--- src/hxdec_pkg.sv ---
// Shared types, character codes and the hex digit decoder for the hex-to-decimal text block.
`default_nettype none

package hxdec_pkg;

  // Input beat: one character of the string
  typedef struct packed {
    logic [7:0] char_code;
    logic       last_char;
  } in_beat_t;

  // Output beat: one character of decimal text, or an error marker
  typedef struct packed {
    logic [7:0] out_char;
    logic       error;
    logic       last_out;
  } out_beat_t;

  // Decoded hex digit
  typedef struct packed {
    logic       ok;
    logic [3:0] val;
  } hex_digit_t;

  localparam logic [7:0] CHAR_LOWER_X = 8'h78;  // 'x'
  localparam logic [7:0] CHAR_UPPER_X = 8'h58;  // 'X'
  localparam logic [7:0] CHAR_MINUS   = 8'h2D;  // '-'
  localparam logic [7:0] CHAR_ZERO    = 8'h30;  // '0'
  localparam logic [7:0] CHAR_NINE    = 8'h39;  // '9'
  localparam logic [7:0] CHAR_LOWER_A = 8'h61;  // 'a'
  localparam logic [7:0] CHAR_LOWER_F = 8'h66;  // 'f'
  localparam logic [7:0] CHAR_UPPER_A = 8'h41;  // 'A'
  localparam logic [7:0] CHAR_UPPER_F = 8'h46;  // 'F'
  localparam logic [7:0] CHAR_NUL     = 8'h00;

  // Map an ASCII code to its hex digit value; ok is low for anything else
  function automatic hex_digit_t hex_decode(input logic [7:0] c);
    hex_digit_t d;
    logic [7:0] t;
    d = '{ok: 1'b0, val: 4'd0};
    t = 8'd0;
    if (c >= CHAR_ZERO && c <= CHAR_NINE) begin
      t = c - CHAR_ZERO;
      d = '{ok: 1'b1, val: t[3:0]};
    end else if (c >= CHAR_LOWER_A && c <= CHAR_LOWER_F) begin
      t = c - CHAR_LOWER_A + 8'd10;
      d = '{ok: 1'b1, val: t[3:0]};
    end else if (c >= CHAR_UPPER_A && c <= CHAR_UPPER_F) begin
      t = c - CHAR_UPPER_A + 8'd10;
      d = '{ok: 1'b1, val: t[3:0]};
    end
    return d;
  endfunction

endpackage

`default_nettype wire

--- src/hex_text_to_decimal_text.sv ---
// Top level: hex string parser and iterative binary-to-decimal text converter.
//
//  channel | ports                         | payload     | direction
//  --------+-------------------------------+-------------+----------
//  input   | in_valid / in_ready / in_data | in_beat_t   | in
//  output  | out_valid / out_ready/out_data| out_beat_t  | out
//
// A non-final character is taken while idle; a malformed string yields one error beat.
// A well-formed final character starts the conversion: shift-and-add-3 of each magnitude
// bit via one shared BCD unit, leading-zero drop, then one beat per cycle unless stalled.
// in_ready is low from the final character until its last output beat is loaded.
// Output is held in a register, so a stalled consumer only stalls emission.
// Reset (rst_n low, synchronous) clears the parser state and drops out_valid.
`default_nettype none

module hex_text_to_decimal_text
  import hxdec_pkg::*;
#(
  parameter int VALUE_BITS = 32
) (
  input  wire       clk,
  input  wire       rst_n,
  input  wire       in_valid,
  output logic      in_ready,
  input  in_beat_t  in_data,
  output logic      out_valid,
  input  wire       out_ready,
  output out_beat_t out_data
);

  // Enough decimal digits for 2**VALUE_BITS (77/256 slightly below log10(2))
  localparam int DIGITS = (VALUE_BITS * 77) / 256 + 1;
  localparam int BCD_W  = 4 * DIGITS;
  localparam int CNT_W  = $clog2(DIGITS + 1);
  localparam int BIT_W  = $clog2(VALUE_BITS + 1);

  typedef enum logic [2:0] {
    ST_IDLE,
    ST_ERR,
    ST_CONV,
    ST_SKIP,
    ST_SIGN,
    ST_DIGIT
  } state_t;

  state_t                  state_r, state_nxt;
  logic [1:0]              pos_r, pos_nxt;
  logic [VALUE_BITS-1:0]   acc_r, acc_nxt;
  logic                    bad_r, bad_nxt;
  logic                    neg_r, neg_nxt;
  logic [VALUE_BITS-1:0]   mag_r, mag_nxt;
  logic [BCD_W-1:0]        bcd_r, bcd_nxt;
  logic [BIT_W-1:0]        bit_cnt_r, bit_cnt_nxt;
  logic [CNT_W-1:0]        dig_cnt_r, dig_cnt_nxt;
  logic                    out_valid_r, out_valid_nxt;
  out_beat_t               out_data_r, out_data_nxt;

  logic [3:0] top_digit;
  logic       out_free;

  assign in_ready  = (state_r == ST_IDLE);
  assign out_valid = out_valid_r;
  assign out_data  = out_data_r;
  assign top_digit = bcd_r[BCD_W-1 -: 4];
  assign out_free  = !out_valid_r || out_ready;

  // Sequencer and shared shift/add-3 unit
  always_comb begin
    logic [BCD_W-1:0]      adj;
    hex_digit_t            hd;
    logic                  bad_c;
    logic [VALUE_BITS-1:0] acc_c;

    state_nxt     = state_r;
    pos_nxt       = pos_r;
    acc_nxt       = acc_r;
    bad_nxt       = bad_r;
    neg_nxt       = neg_r;
    mag_nxt       = mag_r;
    bcd_nxt       = bcd_r;
    bit_cnt_nxt   = bit_cnt_r;
    dig_cnt_nxt   = dig_cnt_r;
    out_valid_nxt = out_valid_r;
    out_data_nxt  = out_data_r;

    hd    = hex_decode(in_data.char_code);
    bad_c = bad_r;
    acc_c = acc_r;

    // add 3 to every BCD digit of 5 or more, digits are independent
    adj = bcd_r;
    for (int i = 0; i < DIGITS; i++) begin
      if (bcd_r[4*i +: 4] >= 4'd5) begin
        adj[4*i +: 4] = bcd_r[4*i +: 4] + 4'd3;
      end
    end

    if (out_valid_r && out_ready) begin
      out_valid_nxt = 1'b0;
    end

    case (state_r)
      ST_IDLE: begin
        if (in_valid) begin
          // format check and hex accumulate for this character
          if (pos_r == 2'd1) begin
            if (in_data.char_code != CHAR_LOWER_X && in_data.char_code != CHAR_UPPER_X) begin
              bad_c = 1'b1;
            end
          end else if (pos_r == 2'd2) begin
            if (!hd.ok) begin
              bad_c = 1'b1;
            end else begin
              acc_c = {acc_r[VALUE_BITS-5:0], hd.val};
            end
          end

          if (!in_data.last_char) begin
            pos_nxt = (pos_r == 2'd2) ? 2'd2 : pos_r + 2'd1;
            acc_nxt = acc_c;
            bad_nxt = bad_c;
          end else begin
            pos_nxt = 2'd0;
            acc_nxt = '0;
            bad_nxt = 1'b0;
            if (bad_c || pos_r == 2'd0) begin
              state_nxt = ST_ERR;
            end else begin
              // two's complement magnitude; the most negative value maps to itself
              neg_nxt     = acc_c[VALUE_BITS-1];
              mag_nxt     = acc_c[VALUE_BITS-1] ? (~acc_c + 1'b1) : acc_c;
              bcd_nxt     = '0;
              bit_cnt_nxt = BIT_W'(VALUE_BITS);
              state_nxt   = ST_CONV;
            end
          end
        end
      end

      ST_ERR: begin
        if (out_free) begin
          out_valid_nxt = 1'b1;
          out_data_nxt  = '{out_char: CHAR_NUL, error: 1'b1, last_out: 1'b1};
          state_nxt     = ST_IDLE;
        end
      end

      // one magnitude bit per cycle into the BCD register
      ST_CONV: begin
        bcd_nxt     = {adj[BCD_W-2:0], mag_r[VALUE_BITS-1]};
        mag_nxt     = {mag_r[VALUE_BITS-2:0], 1'b0};
        bit_cnt_nxt = bit_cnt_r - 1'b1;
        if (bit_cnt_r == BIT_W'(1)) begin
          dig_cnt_nxt = CNT_W'(DIGITS);
          state_nxt   = ST_SKIP;
        end
      end

      // drop leading zeros, keep at least one digit
      ST_SKIP: begin
        if (top_digit == 4'd0 && dig_cnt_r > CNT_W'(1)) begin
          bcd_nxt     = {bcd_r[BCD_W-5:0], 4'd0};
          dig_cnt_nxt = dig_cnt_r - 1'b1;
        end else begin
          state_nxt = neg_r ? ST_SIGN : ST_DIGIT;
        end
      end

      ST_SIGN: begin
        if (out_free) begin
          out_valid_nxt = 1'b1;
          out_data_nxt  = '{out_char: CHAR_MINUS, error: 1'b0, last_out: 1'b0};
          state_nxt     = ST_DIGIT;
        end
      end

      ST_DIGIT: begin
        if (out_free) begin
          out_valid_nxt = 1'b1;
          out_data_nxt  = '{out_char: CHAR_ZERO | {4'd0, top_digit}, error: 1'b0,
                            last_out: (dig_cnt_r == CNT_W'(1))};
          bcd_nxt       = {bcd_r[BCD_W-5:0], 4'd0};
          dig_cnt_nxt   = dig_cnt_r - 1'b1;
          if (dig_cnt_r == CNT_W'(1)) begin
            state_nxt = ST_IDLE;
          end
        end
      end

      default: begin
        state_nxt = ST_IDLE;
      end
    endcase
  end

  // State and registered outputs
  always_ff @(posedge clk) begin
    if (!rst_n) begin
      state_r     <= ST_IDLE;
      pos_r       <= 2'd0;
      acc_r       <= '0;
      bad_r       <= 1'b0;
      out_valid_r <= 1'b0;
      bit_cnt_r   <= '0;
      dig_cnt_r   <= '0;
    end else begin
      state_r     <= state_nxt;
      pos_r       <= pos_nxt;
      acc_r       <= acc_nxt;
      bad_r       <= bad_nxt;
      out_valid_r <= out_valid_nxt;
      bit_cnt_r   <= bit_cnt_nxt;
      dig_cnt_r   <= dig_cnt_nxt;
    end
    neg_r      <= neg_nxt;
    mag_r      <= mag_nxt;
    bcd_r      <= bcd_nxt;
    out_data_r <= out_data_nxt;
  end

  // Error beats are single, final and carry a zero character
  a_err_beat: assert property (@(posedge clk) disable iff (!rst_n)
    out_valid && out_data.error |-> out_data.last_out && out_data.out_char == CHAR_NUL)
    else $error("error beat malformed");

  // The sign is never the final beat
  a_sign_not_last: assert property (@(posedge clk) disable iff (!rst_n)
    out_valid && out_data.out_char == CHAR_MINUS |-> !out_data.last_out && !out_data.error)
    else $error("sign beat marked last");

  // Non-error, non-sign beats are decimal digits
  a_digit_range: assert property (@(posedge clk) disable iff (!rst_n)
    out_valid && !out_data.error && out_data.out_char != CHAR_MINUS
      |-> out_data.out_char >= CHAR_ZERO && out_data.out_char <= CHAR_NINE)
    else $error("digit beat out of range");

  // Conversion never runs with an exhausted bit count
  a_conv_count: assert property (@(posedge clk) disable iff (!rst_n)
    state_r == ST_CONV |-> bit_cnt_r != '0)
    else $error("conversion bit counter underflow");

  // A digit is only emitted while digits remain
  a_digit_count: assert property (@(posedge clk) disable iff (!rst_n)
    state_r == ST_DIGIT |-> dig_cnt_r != '0)
    else $error("digit counter underflow");

endmodule

`default_nettype wire
--- config.mk ---
export PLATFORM = sky130hd
export DESIGN_NAME = hex_text_to_decimal_text
export DESIGN_NICKNAME = d
export VERILOG_FILES = /design/src/hxdec_pkg.sv /design/src/hex_text_to_decimal_text.sv
export SDC_FILE = /design/constraint.sdc
export NUM_CORES = 1
export LEC_CHECK = 0
export BUFFER_PORTS_ARGS = -buffer_cell sky130_fd_sc_hd__buf_2
export CORE_ASPECT_RATIO = 0.8
export CORE_MARGIN = 4
export CORE_UTILIZATION = 49
export CTS_CLUSTER_SIZE = 10
export DETAILED_ROUTE_END_ITERATION = 8
export PLACE_DENSITY = 0.66
export SETUP_SLACK_MARGIN = 0.4
export SLEW_MARGIN = 20
export SYNTH_ARGS = -nofsm -noshare
export SYNTH_HDL_FRONTEND = slang
export SYNTH_SLANG_ARGS = --single-unit
--- constraint.sdc ---
create_clock -name clk -period 6.9 [get_ports clk]
set_input_delay 1.38 -clock clk [delete_from_list [all_inputs] [get_ports clk]]
set_output_delay 1.38 -clock clk [all_outputs]
set_load 0.02 [all_outputs]
==> metrics.cfg, run 1 <==
[run_status]
status=completed

[power]
ir_drop_mv=0.138
p_per_area_nw_per_um2=222
p_leak_nw=3.40

[cts]
cts.sinks=130
clock_latency_ps=430
cts-buffers-inserted=17
cts_setup_buffers=0
clockBufferDepth=2
cts.htree.levels=4
postCtsHoldBufs=0
root_buffer=clkbuf_16
cts_tree=built
clk_pin_slew_worst_paths_ps=60
cts_resized=0

[logic_synthesis]
netlist-cell-type-count=75
ys_ff_latch=130
synth_ff_type=edfxtp_1
syn_area_um2=8220
synth_warnings=0
synth_edf_count=81
synth.avg_cell_area_um2=8.88
ys_async_sr_fraction_pct=0
seq_area_frac_synth_pct=41.5
netlist_instances=926

[flow_run]
maxCapViolations=0

[global_route]
antenna_found_initial=0
grt_pass1_vias=6274
grt_pass1_wl_mm=32.4
grt-ovfl-total=0
grt_max_degree=65
gr-usage-all-layers_pct=21.1

[sta]
min_period_over_period_pct=72.3
relSlewSlack_pct=25.0
finalSetupViolCount=0
slew_viol_final=0
final-hold-violation-count=0
whs_ps=520
tns_ps=0
skew_ps=6.17
tightest_slew_ps=1120
finalCriticalPeriod_ps=4990
rsz0062_at_grt=false
fmax_mhz=201

[setup_path]
cp_cell_sequence=buf_2 -> inv_1 -> ha_1 -> or3b_1 -> and4_1 -> nor2_4 -> buf_4 -> a21oi_1 -> ha_1 -> nand2b_1 -> nor2_1 -> a32o_1 -> or3_1 -> a32o_1
r2r_slack_ps=2690
start_kind=input pin
path_buf_inv=3
arrival_ps=5180
slowest_delay_ps=500
worstSetupPathType=input pin to register
cp-end-kind=register
reg2reg_to=mag_r[24]
cp_slowest_cell=buf_4
r2r_start=pos_r[1]
cpLargestDelayFamily=simple AND/OR/NAND/NOR gates
crit_fanout=46
cp.required_ps=7090
ff2ff_path_depth=14

[layout]
register_area_um2=3410
stdcell_count=1152
multi_input_area_um2=4470
nFillCells=1538
final_common_cell=nand2_1
fin_nets=965
synthToLayoutAreaGrowth_pct=10.1
drive_above_1_share_pct=8.91
antenna_cells=0
stdcell_area_um2=9050
final_cell_mix=97 x nand2_1, 84 x nor2_1, 81 x edfxtp_1

[routing]
ant_nets=0
drc=0
wl_per_cell_um=16.9
first_pass_iters=6
dr_total_vias=6884
via_per_inst=5.98
drt_iter0_markers=631
routed_wirelength_mm=19.5

[placed_design]
place_inst=1120
place_hpwl_mm=12.9
numPortBuffers=22
place_area_um2=8450
place.gp.congestion=0.942

[hold_path]
worstHoldEndpoint=bad_r
hold_start=bad_r
hold_path.class=register to register
whs_path_depth=2

[floorplan]
core_region_area_um2=16500
row_count=42
ios=25
fp.dieW_um=153
initial_core_util_pct=49.8
die_h_um=124
die_area_um2=18900

[synth_stat cells, drive strengths merged (7+ instances only)]
library cell  count  share of area, %
nor2             86               4.0
o31ai            13               1.2
edfxtp           81                30
clkbuf           41               1.9
a21oi            72               4.4
nand3            14              0.85
and3             11              0.84
nor2b            26               2.0
mux2i            26               3.2
a211oi            9              0.94
inv              36               1.6
nor3b            18               1.6
ha               33               5.0
nand2b           17               1.3
xnor2            24               2.6
o21a              7              0.64
o21ai            81               4.9
nor3             25               1.5
nor4             10              0.76
or3              10              0.82
a22oi            29               2.6
nand2            99               4.5
dfxtp            49                12
xor2              7              0.75
or4               9              0.82
buf              15               1.1
[final cells by class]
class                           count  share of cell area, %
Multi-Input combinational cell    705                   49.3
Sequential cell                   130                   37.7
Clock buffer                       19                   4.78
Tap cell                          220                   3.04
Clock inverter                     13                   1.84
Timing Repair Buffer               29                   1.80
Inverter                           36                   1.49
[where the power goes]
group / switching [mW] / total (mW) / leakage (nW) / internal, mW
clock: 0.337 / 0.934 / 0.299 / 0.597
combinational: 0.130 / 0.193 / 1.96 / 0.0636
sequential: 0.0248 / 0.887 / 1.14 / 0.862
[through the flow]
stage / worst slack [ps] / utilization [%] / total power, mW
floorplan: 1450 / - / 1.04
global route: 1640 / 54.9 / 2.09
finish: 1910 / 54.9 / 2.01
global placement: 1690 / 51.2 / 1.09
detailed placement: 1550 / 51.2 / 1.09
CTS: 2000 / 54.8 / 2.03
[metal layers]
metal / global-route usage [%] / part of all wire (%)
met5: 0 / 0
met4: 8.18 / 2.1
met3: 4.58 / 6.7
met2: 31.5 / 43
met1: 30.2 / 48
[worst max-delay path by stage]
stage	slack, ps	start	end	cells after the start
6_report	1910	in_data[1]	mag_r[28]	14
5_1_grt	1640	in_data[1]	mag_r[22]	15
4_1_cts	2000	in_data[1]	mag_r[28]	15
3_5_place_dp	1550	in_data[1]	mag_r[28]	15
3_3_place_gp	1690	in_data[1]	mag_r[28]	15
2_1_floorplan	1450	in_data[1]	mag_r[0]	7
[worst register-to-register path, cell delays in order, from the launching register on]
cell	delay (ps)
dfxtp_1	350
inv_1	80
ha_1	210
nand2b_1	200
a211oi_2	580
nor2_4	80
buf_4	320
a21oi_1	360
ha_1	310
nand3_1	100
a21o_1	190
a21boi_0	570
o2111ai_1	250
and3_1	240
o31ai_1	210
[flip-flops by register name, summed over array words and instances (netlist names), 2 cells and up]
name       count
acc_r         32
bcd_r         40
bit_cnt_r      6
dig_cnt_r      4
mag_r         32
out_data       8
pos_r          2
state_r        3
[cell families after synthesis]
logic type	Yosys count	synth area share [%]
xor gates and xnor gates	31	3.30
and+or+nand+nor	346	21.3
DFF	130	41.5
adders and majority gates	33	5.02
AOI/OAI and AO/OA	261	20.2
other	1	0.0456
buffers and inverters	92	4.64
muxes	32	3.99
No activity file was read; power rests on OpenSTA's default activity.
==> inputs of run 2 (changes only) <==
clock period = 4.6 ns   (was 6.9 ns; I/O delays follow)
==> metrics.cfg, run 2 (synthesized netlist as in run 1, its figures left out) <==
[run_status]
status=completed

[sta]
finalSetupViolCount=0  ; unchanged
rsz0062_at_grt=false
tns_ps=0  ; unchanged
slew_viol_final=0  ; unchanged
min_period_over_period_pct=84.0
fmax_mhz=259
relSlewSlack_pct=33.7  ; +8.7 points
skew_ps=7.61  ; +1.44 ps
finalCriticalPeriod_ps=3860
final-hold-violation-count=0  ; unchanged
tightest_slew_ps=987  ; -132 ps
setup_slack_ps=736  ; -1180 ps

[routing]
drt_iter0_markers=606  ; -4.0%
wl_met1_mm=9.49  ; +1.2%
via_per_inst=5.86  ; -2.0%
dr_total_vias=6814  ; -1.0%
wl_per_cell_um=16.7  ; -1.3%
routed_wirelength_mm=19.4  ; -0.38%
ant_nets=0  ; unchanged
first_pass_iters=6  ; unchanged
drc=0  ; unchanged
route.met3.wl_mm=1.26  ; -3.5%
dr_wl_met2_mm=8.40  ; +0.26%
routed.top_layer=met4

[layout]
final_cell_mix=97 x nand2_1, 85 x nor2_1, 81 x edfxtp_1
fin_nets=976  ; +1.1%
final_common_cell=nand2_1
largest_reg_flops=40  ; unchanged
top_register=bcd_r
reg_top3=bcd_r: 40 flops, acc_r: 32 flops, mag_r: 32 flops
synthToLayoutAreaGrowth_pct=11.3
antenna_cells=0  ; unchanged
nFillCells=1508  ; -2.0%
drive_above_1_share_pct=10.6  ; +1.7 points

[setup_path]
cpLargestDelayFamily=simple AND/OR/NAND/NOR gates
cp-end-kind=register
path_buf_inv=2  ; -1
r2r_slack_ps=1090  ; -1600 ps
worstSetupPathType=input pin to register
crit_fanout=8  ; -83%
r2r_start=pos_r[1]
reg2reg_to=mag_r[28]
slowest_delay_ps=380  ; -120 ps
start_kind=input pin
cp_cell_sequence=buf_2 -> inv_1 -> ha_4 -> or3b_1 -> and4_1 -> nor2_4 -> nor3b_1 -> a21oi_1 -> ha_1 -> nand2b_1 -> nor3_1 -> o2111ai_1 -> and3_1 -> o31ai_1
cp.required_ps=4840  ; -2250 ps
arrival_ps=4100  ; -1080 ps
ff2ff_path_depth=14  ; unchanged
cp_slowest_cell=or3b_1

[cts]
cts.htree.levels=4  ; unchanged
clockBufferDepth=2  ; unchanged
cts_tree=built
cts-buffers-inserted=17  ; unchanged
cts_resized=0  ; unchanged
cts_setup_buffers=0  ; unchanged
clock_latency_ps=420  ; about the same
cts.sinks=130  ; unchanged
clk_pin_slew_worst_paths_ps=60  ; about the same
postCtsHoldBufs=0  ; unchanged
root_buffer=clkbuf_16

[hold_path]
worstHoldEndpoint=bad_r
hold_start=bad_r
hold_path.class=register to register
whs_path_depth=2  ; unchanged

[flow_run]
maxCapViolations=0  ; unchanged

[placed_design]
numPortBuffers=22  ; unchanged
place.gp.congestion=0.896  ; -4.8%
place_hpwl_mm=13.3  ; +3.5%
dp_slack_ps=317  ; -1230 ps

[floorplan]
row_count=42  ; unchanged
core_region_area_um2=16500  ; unchanged
ios=25  ; unchanged
fp.dieW_um=153  ; unchanged
die_area_um2=18900  ; unchanged
die_h_um=124  ; unchanged
initial_core_util_pct=49.8  ; unchanged

[power]
p_leak_nw=3.45  ; +1.3%
ir_drop_mv=0.220  ; +59%
p_per_area_nw_per_um2=326  ; +47%
power_mw=2.99  ; +48%

[global_route]
grt_pass1_wl_mm=31.9  ; -1.6%
grt_max_degree=65  ; unchanged
grt-ovfl-total=0  ; unchanged
grt_pass1_vias=6176  ; -1.6%
antenna_found_initial=0  ; unchanged
gr-usage-all-layers_pct=20.7  ; -0.37 points

## run 2: power by group
part           total (mW)  internal, mW  leakage, nW  switching [mW]
registers            1.33          1.29         1.14          0.0364
logic               0.293         0.102         2.02           0.191
clock network        1.36         0.818        0.286           0.545
total                2.99          2.21         3.45           0.773
## run 2: worst max-delay path by stage
stage	to	cells after the start	from
floorplan	mag_r[28]	17	in_data[1]
global placement	mag_r[22]	15	in_data[1]
detailed placement	mag_r[24]	15	in_data[1]
CTS	mag_r[24]	15	in_data[1]
global route	mag_r[24]	14	in_data[1]
finish	mag_r[24]	14	in_data[1]
## run 2: final cells by class
class / instances / area (um2) / area share, %
Multi-Input combinational cell: 705 / 4490 / 49.0
Inverter: 36 / 135 / 1.48
Clock inverter: 14 / 150 / 1.64
Clock buffer: 18 / 439 / 4.80
Sequential cell: 130 / 3410 / 37.3
Tap cell: 220 / 275 / 3.01
Timing Repair Buffer: 40 / 258 / 2.81
## run 2: metal layers
metal	GRT usage (%)	up-vias
met2	32.3	212
met4	6.23	0
met1	29.3	3183
li1	-	3393
met5	0	-
met3	4.48	26
## run 2: stage by stage
step / utilization (%) / instance area [um2] / hold slack (ps) / std cells
final: 55.5 / 9160 / 482 / 1163
after global placement: 51.9 / 8560 / 458 / 1131
after global routing: 55.5 / 9160 / 524 / 1163
after CTS: 55.5 / 9150 / 483 / 1163
after floorplan: - / 8260 / 445 / 927
after detailed placement: 51.9 / 8560 / 468 / 1131
## run 2: worst reg2reg max path, delay by kind of cell, from the launching register on
family / cells / cell delay, ps
flip-flops: 1 / 340
AND/OR/NAND/NOR: 7 / 1520
adder cells (fa/ha/maj): 2 / 470
AO/OA/AOI/OAI: 4 / 840
buffers and inverters: 1 / 80
==> inputs of run 3 (changes only) <==
ABC_AREA = 1   (was unset)
PLACE_DENSITY = 0.69   (was 0.66)
clock period = 3.1 ns   (was 4.6 ns; I/O delays follow)
==> metrics.cfg, run 3 <==
[placed_design]
place_hpwl_mm=12.8  ; -3.7%
place_inst=1305  ; +15%
numPortBuffers=22  ; unchanged
place.gp.congestion=0.934  ; +4.2%

[global_route]
gr-usage-met1_pct=30.2  ; +0.91 points
grt_pass1_wl_mm=30.7  ; -3.7%
gr-max-usage-layer=met1
use_met2_pct=29.2  ; -3.1 points
antenna_found_initial=0  ; unchanged
grt-ovfl-total=0  ; unchanged
grt_pass1_vias=6195  ; +0.31%
grt_max_degree=47  ; -28%
gr-usage-all-layers_pct=20.0  ; -0.72 points
grt.met3_usage_pct=3.57  ; -0.91 points

[routing]
via_per_inst=5.21  ; -11%
routed_wirelength_mm=18.1  ; -6.4%
drc=0  ; unchanged
dr_total_vias=6965  ; +2.2%
ant_nets=0  ; unchanged
first_pass_iters=5  ; -1
wl_per_cell_um=13.6  ; -19%
drt_iter0_markers=521  ; -14%

[hold_path]
hold_path.class=register to register

[power]
ir_drop_mv=0.489  ; +120%
p_per_area_nw_per_um2=785  ; +140%
p_leak_nw=4.19  ; +22%

[logic_synthesis]
netlist_instances=1080  ; +17%
ys_ff_latch=130  ; unchanged
syn_area_um2=8160  ; -0.82%
synth_ff_type=edfxtp_1
synth_warnings=0  ; unchanged
yosysTopAreaCell=edfxtp_1
synth.avg_cell_area_um2=7.55  ; -15%
synth_commonest_cells=275 x nand2_1, 127 x inv_1, 96 x nand3_1
seq_area_frac_synth_pct=41.8  ; +0.34 points
synth_area_leaders=edfxtp_1 30%, nand2_1 13%, dfxtp_1 12%
yosysMostFrequentCell=nand2_1
netlist-cell-type-count=46  ; -39%
synth_top_area_share_pct=29.8  ; +0.24 points
ys_async_sr_fraction_pct=0  ; unchanged
synth_edf_count=81  ; unchanged

[layout]
top_register=bcd_r
reg_top3=bcd_r: 40 flops, acc_r: 32 flops, mag_r: 32 flops
final_common_cell=nand2_1
antenna_cells=0  ; unchanged
fin_util_pct=58.0  ; +2.5 points
largest_reg_flops=40  ; unchanged
drive_above_1_share_pct=14.7  ; +4.1 points
synthToLayoutAreaGrowth_pct=14.1
final_cell_mix=270 x nand2_1, 126 x inv_1, 94 x nand3_1
nFillCells=1453  ; -3.6%
fin_nets=1155  ; +18%
stdcell_count=1337  ; +15%

[sta]
slew_viol_final=0  ; unchanged
relSlewSlack_pct=57.5  ; +24 points
finalSetupViolCount=0  ; unchanged
finalCriticalPeriod_ps=2580
fmax_mhz=387
tns_ps=0  ; unchanged
skew_ps=13.5  ; +5.93 ps
final-hold-violation-count=0  ; unchanged
rsz0062_at_grt=false
min_period_over_period_pct=83.4
tightest_slew_ps=632  ; -355 ps

[cts]
clk_pin_slew_worst_paths_ps=60  ; about the same
cts_tree=built
postCtsHoldBufs=0  ; unchanged
root_buffer=clkbuf_16
clock_latency_ps=430  ; about the same
clockBufferDepth=2  ; unchanged
cts.sinks=130  ; unchanged
cts-buffers-inserted=17  ; unchanged
cts.htree.levels=4  ; unchanged

[setup_path]
cp.required_ps=3270  ; -1570 ps
arrival_ps=2760  ; -1340 ps
cp-end-kind=register
start_kind=input pin
worstSetupPathType=input pin to register
crit_fanout=8  ; unchanged

[run_status]
status=completed

[floorplan]
ios=25  ; unchanged
initial_core_util_pct=50.8  ; +0.96 points
die_area_um2=18800  ; -0.77%
row_count=41  ; -2.4%
core_region_area_um2=16100  ; -2.7%
fp.dieW_um=152  ; -0.39%
die_h_um=123  ; -0.38%

[flow_run]
maxCapViolations=0  ; unchanged

-- run 3: changes by cell type in the layout (fill, tap and decap cells not counted), sizes merged, moves of 26 or more --
| cell | previous run | this run |
|---|---|---|
| a22oi | 29 | 0 |
| inv | 42 | 141 |
| nor2b | 26 | 0 |
| nand3 | 14 | 101 |
| nand2 | 99 | 300 |
| mux2i | 26 | 0 |
-- run 3: critical path: stages --
cell and delay (ps):
clkbuf_4 180, inv_16 50, ha_4 150, nand2_1 70
nand3_2 90, nand2_4 130, nand2_4 90, nand2_8 110
nand2_2 70, o21ai_4 60, ha_2 210, nand3_1 80
nor2_1 160, nand4_1 140, nand2_1 220, nand3_1 100
nand3_1 130, nand2_1 70
-- run 3: worst paths after layout --
path / to / slack (ps) / start / cells after the start
setup / recovery: mag_r[12] / 520 / in_data[2] / 18
hold / removal: acc_r[28] / 460 / acc_r[28] / 2
hold reg to reg: acc_r[28] / 460 / acc_r[28] / 2
setup reg to reg: mag_r[16] / 600 / pos_r[0] / 16
-- run 3: metal layers --
metal | vias up | share of wire (%)
li1 | 3635 | -
met1 | 3126 | 52
met3 | 18 | 5.5
met5 | - | 0
met4 | 0 | 1.2
met2 | 186 | 42
-- run 3: final cells by class --
type | instances | area [um2] | share of cell area, %
Clock buffer | 24 | 488 | 5.24
Tap cell | 215 | 269 | 2.89
Inverter | 142 | 566 | 6.08
Clock inverter | 8 | 55.1 | 0.591
Sequential cell | 130 | 3410 | 36.7
Timing Repair Buffer | 48 | 389 | 4.18
Multi-Input combinational cell | 770 | 4130 | 44.3
-- run 3: cell families (layout without fill, tap and decap cells) --
family                     Yosys count  after routing  share of synthesized area, %
and+or+nand+nor                    528            528                          28.9
AOI/OAI and AO/OA                  187            187                          12.8
buffers and inverters              181            222                          9.14
DFF                                130            130                          41.8
adders and majority gates           33             33                          5.06
xor gates and xnor gates            20             20                          2.15
other                                1              2                        0.0460
-- run 3: power by group --
group | switching (mW) | leakage (nW) | total, mW | internal [mW]
Clock | 0.762 | 0.275 | 1.87 | 1.10
Combinational | 1.75 | 2.75 | 2.56 | 0.801
Sequential | 0.279 | 1.17 | 2.88 | 2.60
Total | 2.80 | 4.19 | 7.30 | 4.51
-- run 3: what timing repair did --
action                     4_1_cts  5_1_grt
setup endpoints to repair        0       40
resized for setup                0        9
setup buffers                    0        0
-- run 3: stage by stage --
step	hold slack (ps)	instance area (um2)	setup slack (ps)	total power, mW
after floorplan	441	8290	119	4.74
after global placement	453	8740	49.9	5.41
after detailed placement	458	8740	-3.49	5.45
after CTS	467	9280	448	7.33
after global routing	476	9310	404	7.85
final	464	9310	516	7.30
